File: src/hdl/icsb_pkg.sv
// icsb_pkg: shared types, constants and the microcode program of the
// indexed char sequence buffer. No dependencies.
package icsb_pkg;

    localparam int CAPACITY = 64;

    localparam int CMD_W   = 4;
    localparam int VAL_W   = 8;
    localparam int POS_W   = 7;
    localparam int COUNT_W = 7;
    localparam int STAT_W  = 2;

    localparam int CNT_W = $clog2(CAPACITY + 1);
    localparam int IDX_W = $clog2(CAPACITY);
    localparam int PTR_W = (CNT_W > POS_W) ? CNT_W : POS_W;
    localparam int EXT_W = PTR_W + 1;

    typedef enum logic [CMD_W-1:0] {
        CMD_PUSH_FRONT   = 4'd0,
        CMD_PUSH_BACK    = 4'd1,
        CMD_INSERT_AT    = 4'd2,
        CMD_INSERT_SORT  = 4'd3,
        CMD_POP_FRONT    = 4'd4,
        CMD_POP_BACK     = 4'd5,
        CMD_REMOVE_AT    = 4'd6,
        CMD_REPLACE_AT   = 4'd7,
        CMD_READ_AT      = 4'd8,
        CMD_FIRST        = 4'd9,
        CMD_LAST         = 4'd10,
        CMD_FIND         = 4'd11,
        CMD_CLEAR        = 4'd12
    } t_cmd;

    typedef enum logic [STAT_W-1:0] {
        ST_OK    = 2'd0,
        ST_RANGE = 2'd1,
        ST_EMPTY = 2'd2,
        ST_FULL  = 2'd3
    } t_status;

    typedef struct packed {
        t_cmd                     command;
        logic signed [VAL_W-1:0]  value;
        logic [POS_W-1:0]         position;
    } t_req;

    typedef struct packed {
        logic signed [VAL_W-1:0]  data;
        logic                     found;
        logic [COUNT_W-1:0]       count;
        t_status                  status;
    } t_res;

    // datapath operations, one per control word
    typedef enum logic [4:0] {
        OP_NOP,
        OP_EMIT,
        OP_SET_RANGE,
        OP_SET_EMPTY,
        OP_SET_FULL,
        OP_POS_ZERO,
        OP_POS_CNT,
        OP_POS_LAST,
        OP_IDX_CNT,
        OP_SHIFT_UP,
        OP_WR_VAL_INC,
        OP_IDX_POS,
        OP_SHIFT_DN,
        OP_DEC_CNT,
        OP_WR_POS,
        OP_RD_POS,
        OP_LATCH,
        OP_SCAN_START,
        OP_SCAN_SORT,
        OP_SCAN_FIND,
        OP_CLEAR
    } t_uop;

    // jump conditions
    typedef enum logic [3:0] {
        C_NEVER,
        C_ALWAYS,
        C_EMPTY,
        C_FULL,
        C_POS_GT_CNT,
        C_POS_GE_CNT,
        C_CNT_LE_POS,
        C_UP_MORE,
        C_NO_DN,
        C_DN_MORE,
        C_SORT_MORE,
        C_FIND_MORE
    } t_ucond;

    typedef enum logic {
        SEQ_IDLE,
        SEQ_RUN
    } t_seq_state;

    localparam int UADDR_W = 6;
    typedef logic [UADDR_W-1:0] t_uaddr;

    typedef struct packed {
        t_uop    op;
        t_ucond  cond;
        t_uaddr  target;
    } t_uword;

    typedef struct packed {
        logic empty;
        logic full;
        logic pos_gt_cnt;
        logic pos_ge_cnt;
        logic cnt_le_pos;
        logic up_more;
        logic no_dn;
        logic dn_more;
        logic sort_more;
        logic find_more;
    } t_flags;

    typedef struct packed {
        logic  load;
        t_uop  op;
    } t_dp_ctrl;

    // microprogram addresses
    localparam t_uaddr UA_EMIT       = 6'd0;
    localparam t_uaddr UA_ERR_RANGE  = 6'd1;
    localparam t_uaddr UA_ERR_EMPTY  = 6'd2;
    localparam t_uaddr UA_ERR_FULL   = 6'd3;
    localparam t_uaddr UA_PUSH_F     = 6'd4;
    localparam t_uaddr UA_FULL_CHK   = 6'd5;
    localparam t_uaddr UA_INS        = 6'd6;
    localparam t_uaddr UA_INS_SHIFT  = 6'd7;
    localparam t_uaddr UA_INS_PUT    = 6'd8;
    localparam t_uaddr UA_PUSH_B     = 6'd9;
    localparam t_uaddr UA_INS_AT     = 6'd10;
    localparam t_uaddr UA_INS_AT_GO  = 6'd11;
    localparam t_uaddr UA_SORT       = 6'd12;
    localparam t_uaddr UA_SORT_START = 6'd13;
    localparam t_uaddr UA_SORT_SCAN  = 6'd14;
    localparam t_uaddr UA_SORT_GO    = 6'd15;
    localparam t_uaddr UA_POP_F      = 6'd16;
    localparam t_uaddr UA_REM        = 6'd17;
    localparam t_uaddr UA_REM_SHIFT  = 6'd18;
    localparam t_uaddr UA_REM_DEC    = 6'd19;
    localparam t_uaddr UA_POP_B      = 6'd20;
    localparam t_uaddr UA_POP_B_GO   = 6'd21;
    localparam t_uaddr UA_REM_AT     = 6'd22;
    localparam t_uaddr UA_REM_AT_GO  = 6'd23;
    localparam t_uaddr UA_REPL       = 6'd24;
    localparam t_uaddr UA_REPL_PUT   = 6'd25;
    localparam t_uaddr UA_RD_AT      = 6'd26;
    localparam t_uaddr UA_RD_LATCH   = 6'd27;
    localparam t_uaddr UA_FIRST      = 6'd28;
    localparam t_uaddr UA_FIRST_GO   = 6'd29;
    localparam t_uaddr UA_LAST       = 6'd30;
    localparam t_uaddr UA_LAST_GO    = 6'd31;
    localparam t_uaddr UA_FIND       = 6'd32;
    localparam t_uaddr UA_FIND_SCAN  = 6'd33;
    localparam t_uaddr UA_FIND_END   = 6'd34;
    localparam t_uaddr UA_CLEAR      = 6'd35;

    function automatic t_uword uw(input t_uop op, input t_ucond cond, input t_uaddr target);
        t_uword w;
        w.op     = op;
        w.cond   = cond;
        w.target = target;
        return w;
    endfunction

    // control store: jump to target when cond holds, else fall through
    function automatic t_uword ucode_rom(input t_uaddr a);
        t_uword w;
        case (a)
            UA_EMIT:       w = uw(OP_EMIT,       C_NEVER,      UA_EMIT);
            UA_ERR_RANGE:  w = uw(OP_SET_RANGE,  C_ALWAYS,     UA_EMIT);
            UA_ERR_EMPTY:  w = uw(OP_SET_EMPTY,  C_ALWAYS,     UA_EMIT);
            UA_ERR_FULL:   w = uw(OP_SET_FULL,   C_ALWAYS,     UA_EMIT);
            UA_PUSH_F:     w = uw(OP_POS_ZERO,   C_NEVER,      UA_EMIT);
            UA_FULL_CHK:   w = uw(OP_NOP,        C_FULL,       UA_ERR_FULL);
            UA_INS:        w = uw(OP_IDX_CNT,    C_CNT_LE_POS, UA_INS_PUT);
            UA_INS_SHIFT:  w = uw(OP_SHIFT_UP,   C_UP_MORE,    UA_INS_SHIFT);
            UA_INS_PUT:    w = uw(OP_WR_VAL_INC, C_ALWAYS,     UA_EMIT);
            UA_PUSH_B:     w = uw(OP_POS_CNT,    C_ALWAYS,     UA_FULL_CHK);
            UA_INS_AT:     w = uw(OP_NOP,        C_POS_GT_CNT, UA_ERR_RANGE);
            UA_INS_AT_GO:  w = uw(OP_NOP,        C_ALWAYS,     UA_FULL_CHK);
            UA_SORT:       w = uw(OP_NOP,        C_FULL,       UA_ERR_FULL);
            UA_SORT_START: w = uw(OP_SCAN_START, C_EMPTY,      UA_INS);
            UA_SORT_SCAN:  w = uw(OP_SCAN_SORT,  C_SORT_MORE,  UA_SORT_SCAN);
            UA_SORT_GO:    w = uw(OP_NOP,        C_ALWAYS,     UA_INS);
            UA_POP_F:      w = uw(OP_POS_ZERO,   C_EMPTY,      UA_ERR_EMPTY);
            UA_REM:        w = uw(OP_IDX_POS,    C_NO_DN,      UA_REM_DEC);
            UA_REM_SHIFT:  w = uw(OP_SHIFT_DN,   C_DN_MORE,    UA_REM_SHIFT);
            UA_REM_DEC:    w = uw(OP_DEC_CNT,    C_ALWAYS,     UA_EMIT);
            UA_POP_B:      w = uw(OP_NOP,        C_EMPTY,      UA_ERR_EMPTY);
            UA_POP_B_GO:   w = uw(OP_NOP,        C_ALWAYS,     UA_REM_DEC);
            UA_REM_AT:     w = uw(OP_NOP,        C_POS_GE_CNT, UA_ERR_RANGE);
            UA_REM_AT_GO:  w = uw(OP_NOP,        C_ALWAYS,     UA_REM);
            UA_REPL:       w = uw(OP_NOP,        C_POS_GE_CNT, UA_ERR_RANGE);
            UA_REPL_PUT:   w = uw(OP_WR_POS,     C_ALWAYS,     UA_EMIT);
            UA_RD_AT:      w = uw(OP_RD_POS,     C_POS_GE_CNT, UA_ERR_RANGE);
            UA_RD_LATCH:   w = uw(OP_LATCH,      C_ALWAYS,     UA_EMIT);
            UA_FIRST:      w = uw(OP_POS_ZERO,   C_EMPTY,      UA_ERR_EMPTY);
            UA_FIRST_GO:   w = uw(OP_RD_POS,     C_ALWAYS,     UA_RD_LATCH);
            UA_LAST:       w = uw(OP_POS_LAST,   C_EMPTY,      UA_ERR_EMPTY);
            UA_LAST_GO:    w = uw(OP_RD_POS,     C_ALWAYS,     UA_RD_LATCH);
            UA_FIND:       w = uw(OP_SCAN_START, C_EMPTY,      UA_EMIT);
            UA_FIND_SCAN:  w = uw(OP_SCAN_FIND,  C_FIND_MORE,  UA_FIND_SCAN);
            UA_FIND_END:   w = uw(OP_NOP,        C_ALWAYS,     UA_EMIT);
            UA_CLEAR:      w = uw(OP_CLEAR,      C_ALWAYS,     UA_EMIT);
            default:       w = uw(OP_EMIT,       C_NEVER,      UA_EMIT);
        endcase
        return w;
    endfunction

    // dispatch table: first control word of each command
    function automatic t_uaddr entry_of(input t_cmd c);
        t_uaddr a;
        case (c)
            CMD_PUSH_FRONT:  a = UA_PUSH_F;
            CMD_PUSH_BACK:   a = UA_PUSH_B;
            CMD_INSERT_AT:   a = UA_INS_AT;
            CMD_INSERT_SORT: a = UA_SORT;
            CMD_POP_FRONT:   a = UA_POP_F;
            CMD_POP_BACK:    a = UA_POP_B;
            CMD_REMOVE_AT:   a = UA_REM_AT;
            CMD_REPLACE_AT:  a = UA_REPL;
            CMD_READ_AT:     a = UA_RD_AT;
            CMD_FIRST:       a = UA_FIRST;
            CMD_LAST:        a = UA_LAST;
            CMD_FIND:        a = UA_FIND;
            CMD_CLEAR:       a = UA_CLEAR;
            default:         a = UA_EMIT;
        endcase
        return a;
    endfunction

endpackage

File: src/hdl/icsb_ram.sv
// icsb_ram: generic single-write, single-read memory with registered read data.
// No dependencies.
module icsb_ram #(
    parameter int DEPTH = 64,
    parameter int WIDTH = 8,
    localparam int AW   = $clog2(DEPTH)
) (
    input  logic             i_clk,
    input  logic             i_we,
    input  logic [AW-1:0]    i_waddr,
    input  logic [WIDTH-1:0] i_wdata,
    input  logic [AW-1:0]    i_raddr,
    output logic [WIDTH-1:0] o_rdata
);

    logic [WIDTH-1:0] r_mem [DEPTH];
    logic [WIDTH-1:0] r_rdata;

    always_ff @(posedge i_clk) begin
        if (i_we) begin
            r_mem[i_waddr] <= i_wdata;
        end
        r_rdata <= r_mem[i_raddr];
    end

    assign o_rdata = r_rdata;

endmodule

File: src/hdl/icsb_seq.sv
// icsb_seq: step counter, control store fetch and jump logic.
// Depends on icsb_pkg.
module icsb_seq import icsb_pkg::*; (
    input  logic     i_clk,
    input  logic     i_rst_n,
    input  logic     i_req_valid,
    input  t_cmd     i_cmd,
    input  t_flags   i_flags,
    input  logic     i_out_free,
    output logic     o_busy,
    output t_dp_ctrl o_ctrl,
    output logic     o_emit
);

    t_seq_state r_state, n_state;
    t_uaddr     r_upc, n_upc;
    t_uword     w;
    logic       take;

    always_ff @(posedge i_clk) begin
        if (!i_rst_n) begin
            r_state <= SEQ_IDLE;
            r_upc   <= UA_EMIT;
        end else begin
            r_state <= n_state;
            r_upc   <= n_upc;
        end
    end

    always_comb begin
        w = ucode_rom(r_upc);

        case (w.cond)
            C_NEVER:      take = 1'b0;
            C_ALWAYS:     take = 1'b1;
            C_EMPTY:      take = i_flags.empty;
            C_FULL:       take = i_flags.full;
            C_POS_GT_CNT: take = i_flags.pos_gt_cnt;
            C_POS_GE_CNT: take = i_flags.pos_ge_cnt;
            C_CNT_LE_POS: take = i_flags.cnt_le_pos;
            C_UP_MORE:    take = i_flags.up_more;
            C_NO_DN:      take = i_flags.no_dn;
            C_DN_MORE:    take = i_flags.dn_more;
            C_SORT_MORE:  take = i_flags.sort_more;
            C_FIND_MORE:  take = i_flags.find_more;
            default:      take = 1'b0;
        endcase

        n_state     = r_state;
        n_upc       = r_upc;
        o_ctrl.load = 1'b0;
        o_ctrl.op   = OP_NOP;
        o_emit      = 1'b0;

        case (r_state)
            SEQ_IDLE: begin
                if (i_req_valid) begin
                    o_ctrl.load = 1'b1;
                    n_state     = SEQ_RUN;
                    n_upc       = entry_of(i_cmd);
                end
            end
            SEQ_RUN: begin
                o_ctrl.op = w.op;
                if (w.op == OP_EMIT) begin
                    // hold here until the result register is free
                    if (i_out_free) begin
                        o_emit  = 1'b1;
                        n_state = SEQ_IDLE;
                    end
                end else begin
                    n_upc = take ? w.target : r_upc + t_uaddr'(1);
                end
            end
            default: begin
                n_state = SEQ_IDLE;
            end
        endcase
    end

    assign o_busy = (r_state != SEQ_IDLE);

endmodule

File: src/hdl/icsb_dp.sv
// icsb_dp: element store, count, index and result registers driven by control words.
// Depends on icsb_pkg and icsb_ram.
module icsb_dp import icsb_pkg::*; (
    input  logic     i_clk,
    input  logic     i_rst_n,
    input  t_dp_ctrl i_ctrl,
    input  t_req     i_req,
    output t_flags   o_flags,
    output t_res     o_res
);

    logic signed [VAL_W-1:0] r_val, n_val;
    logic [PTR_W-1:0]        r_pos, n_pos;
    logic [PTR_W-1:0]        r_idx, n_idx;
    logic [CNT_W-1:0]        r_cnt, n_cnt;
    logic signed [VAL_W-1:0] r_data, n_data;
    logic                    r_found, n_found;
    t_status                 r_status, n_status;

    logic                    we;
    logic [EXT_W-1:0]        waddr_x, raddr_x;
    logic signed [VAL_W-1:0] wdata;
    logic signed [VAL_W-1:0] rdata;

    logic [EXT_W-1:0] pos_x, idx_x, cnt_x;
    logic             sort_hit, idx_next_lt;

    icsb_ram #(
        .DEPTH (CAPACITY),
        .WIDTH (VAL_W)
    ) u_ram (
        .i_clk   (i_clk),
        .i_we    (we),
        .i_waddr (waddr_x[IDX_W-1:0]),
        .i_wdata (wdata),
        .i_raddr (raddr_x[IDX_W-1:0]),
        .o_rdata (rdata)
    );

    assign pos_x = EXT_W'(r_pos);
    assign idx_x = EXT_W'(r_idx);
    assign cnt_x = EXT_W'(r_cnt);

    // rdata holds the entry addressed in the previous cycle
    assign sort_hit    = (r_val <= rdata);
    assign idx_next_lt = (idx_x + EXT_W'(1)) < cnt_x;

    always_comb begin
        o_flags.empty      = (r_cnt == '0);
        o_flags.full       = (r_cnt == CNT_W'(CAPACITY));
        o_flags.pos_gt_cnt = (pos_x > cnt_x);
        o_flags.pos_ge_cnt = (pos_x >= cnt_x);
        o_flags.cnt_le_pos = (cnt_x <= pos_x);
        o_flags.up_more    = (idx_x > pos_x + EXT_W'(1));
        o_flags.no_dn      = !((pos_x + EXT_W'(1)) < cnt_x);
        o_flags.dn_more    = (idx_x + EXT_W'(2)) < cnt_x;
        o_flags.sort_more  = !sort_hit && idx_next_lt;
        o_flags.find_more  = (rdata != r_val) && idx_next_lt;
    end

    always_comb begin
        n_val    = r_val;
        n_pos    = r_pos;
        n_idx    = r_idx;
        n_cnt    = r_cnt;
        n_data   = r_data;
        n_found  = r_found;
        n_status = r_status;
        we       = 1'b0;
        waddr_x  = pos_x;
        wdata    = r_val;
        raddr_x  = pos_x;

        if (i_ctrl.load) begin
            n_val    = i_req.value;
            n_pos    = PTR_W'(i_req.position);
            n_data   = '0;
            n_found  = 1'b0;
            n_status = ST_OK;
        end

        case (i_ctrl.op)
            OP_NOP, OP_EMIT: begin
            end
            OP_SET_RANGE: n_status = ST_RANGE;
            OP_SET_EMPTY: n_status = ST_EMPTY;
            OP_SET_FULL:  n_status = ST_FULL;
            OP_POS_ZERO:  n_pos = '0;
            OP_POS_CNT:   n_pos = PTR_W'(r_cnt);
            OP_POS_LAST:  n_pos = PTR_W'(r_cnt) - PTR_W'(1);
            OP_IDX_CNT: begin
                n_idx   = PTR_W'(r_cnt);
                raddr_x = cnt_x - EXT_W'(1);
            end
            OP_SHIFT_UP: begin
                // entry idx-1 arrives now, goes up one place
                we      = 1'b1;
                waddr_x = idx_x;
                wdata   = rdata;
                raddr_x = idx_x - EXT_W'(2);
                n_idx   = r_idx - PTR_W'(1);
            end
            OP_WR_VAL_INC: begin
                we      = 1'b1;
                waddr_x = pos_x;
                wdata   = r_val;
                n_cnt   = r_cnt + CNT_W'(1);
            end
            OP_IDX_POS: begin
                n_idx   = r_pos;
                raddr_x = pos_x + EXT_W'(1);
            end
            OP_SHIFT_DN: begin
                we      = 1'b1;
                waddr_x = idx_x;
                wdata   = rdata;
                raddr_x = idx_x + EXT_W'(2);
                n_idx   = r_idx + PTR_W'(1);
            end
            OP_DEC_CNT: n_cnt = r_cnt - CNT_W'(1);
            OP_WR_POS: begin
                we      = 1'b1;
                waddr_x = pos_x;
                wdata   = r_val;
            end
            OP_RD_POS:    raddr_x = pos_x;
            OP_LATCH:     n_data = rdata;
            OP_SCAN_START: begin
                n_idx   = '0;
                n_pos   = '0;
                raddr_x = '0;
            end
            OP_SCAN_SORT: begin
                n_pos   = sort_hit ? r_idx : r_idx + PTR_W'(1);
                n_idx   = r_idx + PTR_W'(1);
                raddr_x = idx_x + EXT_W'(1);
            end
            OP_SCAN_FIND: begin
                if (rdata == r_val) begin
                    n_found = 1'b1;
                end
                n_idx   = r_idx + PTR_W'(1);
                raddr_x = idx_x + EXT_W'(1);
            end
            OP_CLEAR:     n_cnt = '0;
            default: begin
            end
        endcase
    end

    always_ff @(posedge i_clk) begin
        if (!i_rst_n) begin
            r_cnt <= '0;
        end else begin
            r_cnt <= n_cnt;
        end
    end

    always_ff @(posedge i_clk) begin
        r_val    <= n_val;
        r_pos    <= n_pos;
        r_idx    <= n_idx;
        r_data   <= n_data;
        r_found  <= n_found;
        r_status <= n_status;
    end

    assign o_res.data   = r_data;
    assign o_res.found  = r_found;
    assign o_res.count  = COUNT_W'(r_cnt);
    assign o_res.status = r_status;

endmodule

File: src/hdl/indexed_char_sequence_buffer.sv
// channel    valid        stall        payload   dir
// request    i_req_valid  o_req_stall  i_req     in   (t_req: command, value, position)
// result     o_res_valid  i_res_stall  o_res     out  (t_res: data, found, count, status)
//
// One request at a time; o_req_stall stays high from acceptance until the sequencer has
// raised o_res_valid and returned to idle, and only then is the next request taken.
// Push front, insert, sorted insert, pop front, remove and find shift or scan one entry
// per cycle through the one-write, one-read store; push back and pop back shift nothing.
// Synchronous active-low reset empties the list; store contents are not cleared.
// A finished result waits in the output register; the next request is taken
// meanwhile and stalls only at its own result if that register is still full.
// Depends on icsb_pkg, icsb_seq, icsb_dp.
module indexed_char_sequence_buffer import icsb_pkg::*; (
    input  logic i_clk,
    input  logic i_rst_n,
    input  logic i_req_valid,
    output logic o_req_stall,
    input  t_req i_req,
    output logic o_res_valid,
    input  logic i_res_stall,
    output t_res o_res
);

    t_flags   flags;
    t_dp_ctrl ctrl;
    t_res     dp_res;
    logic     busy;
    logic     emit;
    logic     out_free;

    logic     r_res_valid;
    t_res     r_res;

    assign out_free = !r_res_valid || !i_res_stall;

    icsb_seq u_seq (
        .i_clk       (i_clk),
        .i_rst_n     (i_rst_n),
        .i_req_valid (i_req_valid),
        .i_cmd       (i_req.command),
        .i_flags     (flags),
        .i_out_free  (out_free),
        .o_busy      (busy),
        .o_ctrl      (ctrl),
        .o_emit      (emit)
    );

    icsb_dp u_dp (
        .i_clk   (i_clk),
        .i_rst_n (i_rst_n),
        .i_ctrl  (ctrl),
        .i_req   (i_req),
        .o_flags (flags),
        .o_res   (dp_res)
    );

    always_ff @(posedge i_clk) begin
        if (!i_rst_n) begin
            r_res_valid <= 1'b0;
        end else if (emit) begin
            r_res_valid <= 1'b1;
        end else if (!i_res_stall) begin
            r_res_valid <= 1'b0;
        end
    end

    always_ff @(posedge i_clk) begin
        if (emit) begin
            r_res <= dp_res;
        end
    end

    assign o_req_stall = busy;
    assign o_res_valid = r_res_valid;
    assign o_res       = r_res;

endmodule
File: config.mk
export PLATFORM = sky130hd
export DESIGN_NAME = indexed_char_sequence_buffer
export DESIGN_NICKNAME = d
export VERILOG_FILES = /design/src/hdl/icsb_pkg.sv /design/src/hdl/icsb_ram.sv /design/src/hdl/icsb_seq.sv /design/src/hdl/icsb_dp.sv /design/src/hdl/indexed_char_sequence_buffer.sv
export SDC_FILE = /design/constraint.sdc
export NUM_CORES = 1
export LEC_CHECK = 0
export BUFFER_PORTS_ARGS = -buffer_cell sky130_fd_sc_hd__buf_2
export CAP_MARGIN = 25
export CORE_MARGIN = 8
export CORE_UTILIZATION = 45
export CTS_CLUSTER_DIAMETER = 120
export DETAILED_ROUTE_END_ITERATION = 16
export PLACE_DENSITY = 0.68
export SETUP_SLACK_MARGIN = 0.15
export SLEW_MARGIN = 15
export SYNTH_ARGS = -nofsm -noshare
export SYNTH_HDL_FRONTEND = slang
export SYNTH_HIERARCHICAL = 1
export SYNTH_SLANG_ARGS = --single-unit
File: constraint.sdc
create_clock -name i_clk -period 13.7 [get_ports i_clk]
set_input_delay 0.685 -clock i_clk [delete_from_list [all_inputs] [get_ports i_clk]]
set_output_delay 0.685 -clock i_clk [all_outputs]
set_load 0.02 [all_outputs]
==> metrics.txt <==
Die Height around 260 um; Yosys Warn Count 6; grt total ovfl 0; residual DRC count 0; vias in the first global route around 15000; fmax 151 MHz; Final Skew slightly below 50 ps; routed len/inst about 26 um; length in cells of the worst reg-to-reg path 15; Final GP Congestion 0.940; reg-to-reg slack, setup 7060 ps; Clock transition at path regs 60 ps; Min-Delay Path Class in2reg; DRT Pass-1 Iters 6; worst-margin pin slew between 1000 and 1500 ps; final hold violations 0; maxcap violations 0; # H-tree levels 2; Clk network pwr share 0.318; peak supply drop approximately 0.12 mV; DP HPWL roughly 44000 um; Core Area 0.0591 mm2; largest net degree at the start of global routing between 60 and 70; maximum clock path buffer count 3; Vias per Instance between 6 and 7; Post-CTS Resized 0; outcome completed; Post-Route WL ~67000 um; initial antenna violation count 0; Worst setup EP type flip-flop; CTS tree built; Layout area overhead 10.6%; starting density of the core 0.455; Post CTS Setup Buffer Count 0; Hold Path Depth 1; first-pass GRT wire length around 100000 um; fraction of layout cells with a size suffix above 1 0.186; Seq pwr share 0.444; Design Power between 4 and 5 mW; Max FO, Critical Path 49; Starting DRT DRC Count 1678; antenna violation net count after detailed routing 0; Max-slew headroom 0.278; PwrDens about 160 mW/mm2; filler cell count in the final layout 4809; startpoint class of the critical path flip-flop; Seq cells post-synth roughly 600; I/O Buffers between 40 and 50; Final Max Tran Viols 0; fraction of power consumed by combinational cells 0.238; cell row count 89; Cells after DPL about 2500; Post-Syn Area between 0.02 and 0.03 mm2; RSZ-0062 raised after global routing no; CP Class reg2reg; root buf cell clkbuf_16; Req. time, crit path 14210 ps; GR Util All Layers 0.196; pre-CTS setup slack approximately 6900 ps; non-filler instance count after layout approximately 2600; CTS Buf Count between 50 and 60; Seq/Total Area, Yosys 0.656; internal power approximately 3.4 mW; Die ar. approximately 0.068 mm2; asr flop ratio synth 0; min Tclk post-route between 6000 and 7000 ps; mean post-synth cell area 15.5 um2; Area after DPL ~0.028 mm2; WP data arrival roughly 7000 ps; hold buffers post-CTS 0; Post-Synthesis Cells 1735; clock latency on the worst-skew pair 650 ps; Netlist cell types between 80 and 90; Tcrit/Tclk final 0.485; Setup violations, final 0; NetSw around 1.5 mW; Num Clock Sinks approximately 600; DR vias 15770; Leak between 9 and 10 nW; Post-synth EDFFs 562; Antenna diodes 0; fin worst setup slack roughly 7000 ps; Design Area, Final 0.0298 mm2; net count after synthesis roughly 1800; Die W ~260 um; Boundary Pins 43; Sum Neg Setup Slack 0 ps; ys flop type edfxtp_1; nets@finish between 1500 and 2000; fraction of power spent switching nets 0.301
[layout by cell type (no fill, tap or decap), types with 6 or more instances in the layout]
master     instances
o21ai_1           15
xor2_1             7
mux4_2           126
o21ai_0           40
clkbuf_1           8
or3_1              6
clkinv_2          10
nand2b_1          20
nand2_1           89
o221ai_1          14
nand4_1           14
a21oi_1           55
o211ai_1          12
o21ai_4            8
a31oi_1            7
and2_1            16
mux2_2            19
buf_2             43
a211oi_1          10
nor2b_1           24
edfxtp_1         562
buf_4             22
xnor2_1           29
mux2i_1           33
nand3_1           45
dfxtp_1           39
and3_1            12
clkbuf_16         58
clkinv_1          15
a21o_1             8
nor2_1           144
nor4_1             8
o2111ai_1          6
inv_1             51
a221oi_1          14
o22ai_1           15
nor3_1            21
or2_2              6
ha_1              65
[per-stage QoR]
stage / utilization / hold slack, ps
finish: 0.504 / 256
global route: 0.504 / 235
detailed placement: 0.471 / 408
floorplan: - / 400
global placement: 0.471 / 409
CTS: 0.503 / 225
[power by group through the flow]
stage	clock network [mW]	logic, mW	registers, mW
after floorplan	0	0.846	2.18
after global placement	0	1.13	2.21
after detailed placement	0	1.15	2.21
after CTS	1.58	1.16	2.17
after global routing	1.64	1.25	2.17
final	1.55	1.16	2.17
[state kept, by name (all words and copies together) (netlist names)]
register,flops
u_dp/u_ram/r_mem,512
u_dp/u_ram/o_rdata,8
u_dp/r_cnt,7
u_dp/r_val,8
u_dp/r_status,2
u_seq/w,15
u_seq/o_busy,1
o_res,18
u_dp/r_pos,7
o_res_valid,1
u_dp/r_found,1
u_seq/r_upc,6
u_dp/r_data,8
u_dp/r_idx,7
[worst paths after layout]
kind                   from                    end
min reg2reg  u_dp/r_data[7]              o_res[17]
min               i_req[12]          u_dp/r_val[5]
max            u_seq/o_busy  u_dp/u_ram/o_rdata[0]
max reg2reg    u_seq/o_busy  u_dp/u_ram/o_rdata[0]
[area by class of cell]
class	count	area (um2)	area share
repair buffers	67	428	0.0144
multi-input cells	985	8660	0.291
inverters	54	203	0.00681
well taps	773	967	0.0325
clock buffers	66	1480	0.0498
clock inverters	42	377	0.0126
flip-flops and latches	601	17700	0.593
[metal layers]
layer | up-vias | GRT usage | wire (um)
met5 | - | 0 | 0
met4 | 0 | 0.0475 | 1400
met3 | 97 | 0.0362 | 5370
met2 | 737 | 0.312 | 31600
met1 | 8011 | 0.278 | 28800
li1 | 6925 | - | -
[cells by family after synthesis]
logic type / synth area share
fa+ha+maj: 0.0302
xor+xnor: 0.0117
mux: 0.126
buf+inv: 0.0279
flops: 0.656
simple gates: 0.0783
compound gates: 0.0701
[cells in the mapped netlist, drive strengths merged, types with 20 or more instances]
cell | instances | area (um2)
edfxtp | 562 | 16900
nor2 | 146 | 553
mux4 | 126 | 2840
nand2 | 89 | 334
ha | 65 | 813
o21ai | 63 | 315
buf | 62 | 424
a21oi | 60 | 312
inv | 54 | 203
nand3 | 46 | 235
dfxtp | 39 | 781
mux2i | 34 | 344
clkbuf | 33 | 124
xnor2 | 29 | 254
nor2b | 25 | 164
nor3 | 24 | 135
nand2b | 20 | 125
[critical path: stages (launching register included)]
cell and delay [ps]:
dfxtp_1 620, and2_1 760, o21ai_1 140, a21oi_1 220
a21o_1 670, nor2_1 160, a31oi_4 180, buf_4 570
buf_4 860, buf_4 560, buf_12 300, mux4_2 550
mux4_2 480, nor2_1 120, nor3_1 60, o2bb2ai_1 150
(Power assumes the default switching activity.)
